==> config.mk <==
export PLATFORM = sky130hd
export DESIGN_NAME = ntp_ram
export DESIGN_NICKNAME = d
export VERILOG_FILES = /design/src/hdl/nearest_target_pursuit_controller_top_defines.svh /design/src/hdl/ntp_ram.sv
export SDC_FILE = /design/constraint.sdc
export NUM_CORES = 1
export LEC_CHECK = 0
export ABC_AREA = 1
export BUFFER_PORTS_ARGS = -buffer_cell sky130_fd_sc_hd__buf_4
export CAP_MARGIN = 15
export CORE_MARGIN = 4
export CORE_UTILIZATION = 65
export DETAILED_ROUTE_END_ITERATION = 10
export PLACE_DENSITY = 0.84
export SYNTH_ARGS = -nofsm -noshare
export SYNTH_HDL_FRONTEND = slang
export SYNTH_SLANG_ARGS = --single-unit
==> constraint.sdc <==
create_clock -name clock -period 3.25 [get_ports clock]
set_input_delay 0.65 -clock clock [delete_from_list [all_inputs] [get_ports clock]]
set_output_delay 0.65 -clock clock [all_outputs]
set_load 0.01 [all_outputs]
==> src/hdl/nearest_target_pursuit_controller_top_defines.svh <==
// Assertion macros for the pursuit controller.
// Used by the top level; no other dependencies.
`ifndef NEAREST_TARGET_PURSUIT_CONTROLLER_TOP_DEFINES_SVH
`define NEAREST_TARGET_PURSUIT_CONTROLLER_TOP_DEFINES_SVH
// assert an implication, disabled in reset
`define NTP_ASSERT_IMP(label, ante, cons, msg) \
   label: assert property (@(posedge clock) disable iff (reset) (ante) |-> (cons)) \
      else $error(msg);
// assert a next-cycle implication, disabled in reset
`define NTP_ASSERT_NEXT(label, ante, cons, msg) \
   label: assert property (@(posedge clock) disable iff (reset) (ante) |=> (cons)) \
      else $error(msg);
`endif

==> src/hdl/ntp_ram.sv <==
// Generic single-port-write, registered-read RAM.
// No dependencies.
`timescale 1ns / 1ps
module ntp_ram #(
   parameter int Width = 8,
   parameter int Depth = 16
) (
   input  logic                     clock,
   input  logic                     wr_en,
   input  logic [$clog2(Depth)-1:0] wr_addr,
   input  logic [Width-1:0]         wr_data,
   input  logic [$clog2(Depth)-1:0] rd_addr,
   output logic [Width-1:0]         rd_data
);
   logic [Width-1:0] mem_ff [Depth];
   always_ff @(posedge clock) begin
      if (wr_en) mem_ff[wr_addr] <= wr_data;
      rd_data <= mem_ff[rd_addr];
   end
endmodule

# Word level (Yosys, flattened, before mapping)
# Memory sizes are Yosys's and may differ from the RTL's. A register that Yosys moved wholly into a read port is not among the register bits.
# Cells that the tools add are included.
dict set report word_totals {
  regBits 0
  latchBits 0
  ramBits 128
  mem_bits_ro 0
  in_bits 18
  output_inout_bits 8
  mem_count 1
}
# name depth word_bits read_ports rd_clocked_by_memory_dff write_ports line
set memory_table {}
lappend memory_table {mem_ff 16 8 1 1 1 ntp_ram.sv:15} ;# logic [Width-1:0] mem_ff [Depth];
dict set report classes {
  addsub 0
  n_mul 0
  div 0
  n_lt_le_gt_ge 0
  eq_ne 0
  shift 0
  n_mux 2
  bitwise_logic 0
  reduce_logical 0
}
# operator count
set ops {}
lappend ops {{1-bit two-way mux} 2}

# Depth between registers and ports, before layout
dict set report depth {
  depth_word 2
  ltp_mapped 8
  depth_no_buf 7
}

# Worst setup path after synthesis
# No wires, ideal clock.
dict set report synth_timing {
  path_kind {in2reg}
  from {in wr_addr[2]}
  to {mem mem_ff[10][0], enable pin}
  setup_ns 0.370
  arrival_ns 1.231
  t_required_ns 2.880
  slack_ns 1.649
  cell_stages 2
  n_path_buf 0
  cell_sequence {nand3b_1 > nor2_1}
}
# item line
set synth_lines {}
lappend synth_lines {{start, declared} ntp_ram.sv:10} ;# input logic [$clog2(Depth)-1:0] wr_addr,
lappend synth_lines {{end, declared} ntp_ram.sv:15}
# No word-level cell before the write port.

==> results.md <==
* Hold Path Stages at 3
* Vias per cell at just under 6
* Critical R2R Capture: rd_data[7]$_DFF_P_
* DIE HEIGHT at 102 um
* Simple-gate share of the synthesized area at about a fifth
* I/O pin count at 26
* Core Region at around 8700 um^2
* Starting density of the core at around 66%
* Worst path cell trace: buf_4 -> inv_2 -> buf_4 -> nand2_1 -> nand3_1 -> nand3_1 -> nand3_1 -> nand2_1
* Dpl ws at roughly 1.1 ns
* Period utilization at between 50% and 60%
* Cell count after placement at 663
* Highest routed layer: met4
* Total grt overflow at 0
* Average size of a mapped cell at 10.5 um^2
* CTS tree: built
* M1 wire length at around 4.7 mm
* Die width at roughly 100 um
* Most common cell after layout, fill and taps aside: nand2_1
* Layout area overhead at 13.9%
* Post-route DRC at 0
* Number of global-route vias before repair at between 3000 and 4000
* Crit path DAT at between 2 and 2.5 ns
* Port bufs at 25
* Outcome: complete, no violations
* Worst hold slack at approximately 0.44 ns
* Crit-path max FO at slightly above 40
* Worst setup SP type: input pin
* First-pass GRT wire length at around 21 mm
* Fmax at 601 MHz
* R2r startpoint: mem_ff[0][7]$_DFFE_PP_
* Setup TNS at 0 ns
* Adder-Cell Fraction of Synth Area at 0%
* Detail Placement HPWL at 7.22 mm
* Syn_nets at approximately 570
* Final wirelength at approximately 13 mm
* Slew Viols, Final at 0
* Mux share of post-synthesis cell area at 0%
* IR drop worst, VDD at roughly 0.48 mV
* Gr usage total at 27.3%
* CP peak stage delay at between 0.5 and 0.6 ns
* Iter 0 DRT Violations at roughly 570
* Largest family of logic cells by synthesized area: simple AND/OR/NAND/NOR gates
* Post-synthesis compound-gate area fraction at 0%
* Initial antenna violation count at 0
* Met2 WL post-DR at between 6 and 7 mm
* Synthesized area at between 5000 and 6000 um^2
* Slew HR at between 40 and 50%
* Vias post-DR at roughly 4000
* Post-cts sizing count at 0
* Root Driver: clkbuf_8
* DRT Pass-1 Iters at 8
* Clock Path Buffers at 2
* Post-CTS Setup Inserts at 0
* CP endpoint kind: flop
* Register-to-Register Path Depth at 6
* Setup slack, reg-to-reg at 2.12 ns
* Synth top area cells: edfxtp_1, nand2_1, nand3_1, inv_1, dfxtp_1
* WP data required at about 3.7 ns
* Yosys reg bits at 136
* Final instance area at 6570 um^2
* Setup violators final at 0
* Post-Synth XOR/XNOR Area at 0%
* Synth warn at 0
* Max cap viols at 0
* Cts bufs inserted at 17
* Met3 Routed Length at around 1.6 mm
* Overall die area at approximately 10000 um^2
* Final Wtd Congestion at between 0.8 and 0.9
* FP Rows at 34
* Final hold vios at 0
* Mapped Cells at between 500 and 600
* Setup Skew at between 0.008 and 0.009 ns
* Nets at a little under 600
* Slew @ Worst Pin at 0.836 ns
* Share of layout cells above drive strength 1 at a little under 10%
* Buf/Inv on CP at 3
* H-tree depth at 4
* CP top delay family: buffers and inverters
* Synth top area share at about two thirds
* WL/cell at 18.9 um
* TritonCTS Sinks at roughly 140
* Post-Layout Cell Count at roughly 700
* Slowest cell on crit path: inv_2
* Period minus WS final at about 1.7 ns
* Leakage at 2.85 nW
* Netlist cell types at 12
* Critical path class: in -> reg
* Skew-Pair Late Insertion Delay at approximately 0.53 ns
* End of the worst hold path: rd_data[2]$_DFF_P_
* Pin count of the biggest net entering global routing at between 60 and 70
* Worst path most repeated cell: nand3_1
* Most frequent cells in the layout: nand2_1, edfxtp_1, inv_1
* Cell taking the most area after synthesis: edfxtp_1
* RSZ-0062 raised after global routing: no
* N_diodes at 0
* Hold_sp: rd_addr[3]
* Dpl cell area at between 5000 and 6000 um^2
* Clock slew at reported path FFs at 0.06 ns
* Hold crit path type: in -> reg
* Cts hold-fix bufs at 0
* Sequential-to-total area share from yosys stat at a little over two thirds
* ANT nets after route at 0
* Setup slack after layout at roughly 1.6 ns
* Power Density at roughly 650 nW/um^2
[state kept, by name (all words and copies together), names as in the netlist]
signal / cells
mem_ff: 128
rd_data: 8
[stage by stage]
step	util (%)	power, mW
3_3_place_gp	68.5	2.24
3_5_place_dp	68.5	2.25
4_1_cts	75.7	4.24
6_report	75.7	4.25
5_1_grt	75.7	4.36
2_1_floorplan	-	2.15
[power by group]
group,switching (mW),total [mW],internal (mW)
sequential,0.0131,1.97,1.96
clock,0.717,2.03,1.31
combinational,0.173,0.248,0.0748
[cells by family (layout without fill, tap and decap cells)]
group,after synthesis,count (layout)
AND/OR/NAND/NOR,289,289
buffers and inverters,126,162
flip-flops,136,136
[synthesized netlist by cell type]
cell type / number
buf_1: 1
buf_2: 13
buf_4: 4
buf_6: 6
dfxtp_1: 8
edfxtp_1: 128
inv_1: 100
inv_2: 2
nand2_1: 173
nand3_1: 97
nand3b_1: 2
nor2_1: 17
[layer usage]
metal / vias to the layer above / global-route usage [%]
met5: - / 0
met4: 0 / 9.18
met3: 41 / 6.96
met2: 319 / 44.9
met1: 1849 / 36.1
li1: 1819 / -
[tightest hold or removal path, cell delays in order]
cell and delay (ns):
buf_4 0.15, nand3_1 0.09, nand2_1 0.05
[area by class of cell]
type / instances / area, um^2
clock buffers: 17 / 414
clock inverters: 15 / 208
fillers: 508 / 2110
inverters: 102 / 383
multi-input cells: 289 / 1210
flip-flops and latches: 136 / 4000
well taps: 108 / 135
repair buffers: 28 / 210
[worst max path at each step]
stage	to	slack, ns	start	cells after the start
finish	rd_data[1]$_DFF_P_	1.59	rd_addr[0]	8
global route	rd_data[4]$_DFF_P_	1.52	rd_addr[0]	8
CTS	rd_data[6]	1.57	rd_data[6]$_DFF_P_	1
detailed placement	rd_data[4]$_DFF_P_	1.13	rd_addr[0]	8
global placement	rd_data[1]$_DFF_P_	1.17	rd_addr[0]	8
floorplan	mem_ff[10][0]$_DFFE_PP_	1.65	wr_addr[2]	2
Power figures use the tool's default switching activity.
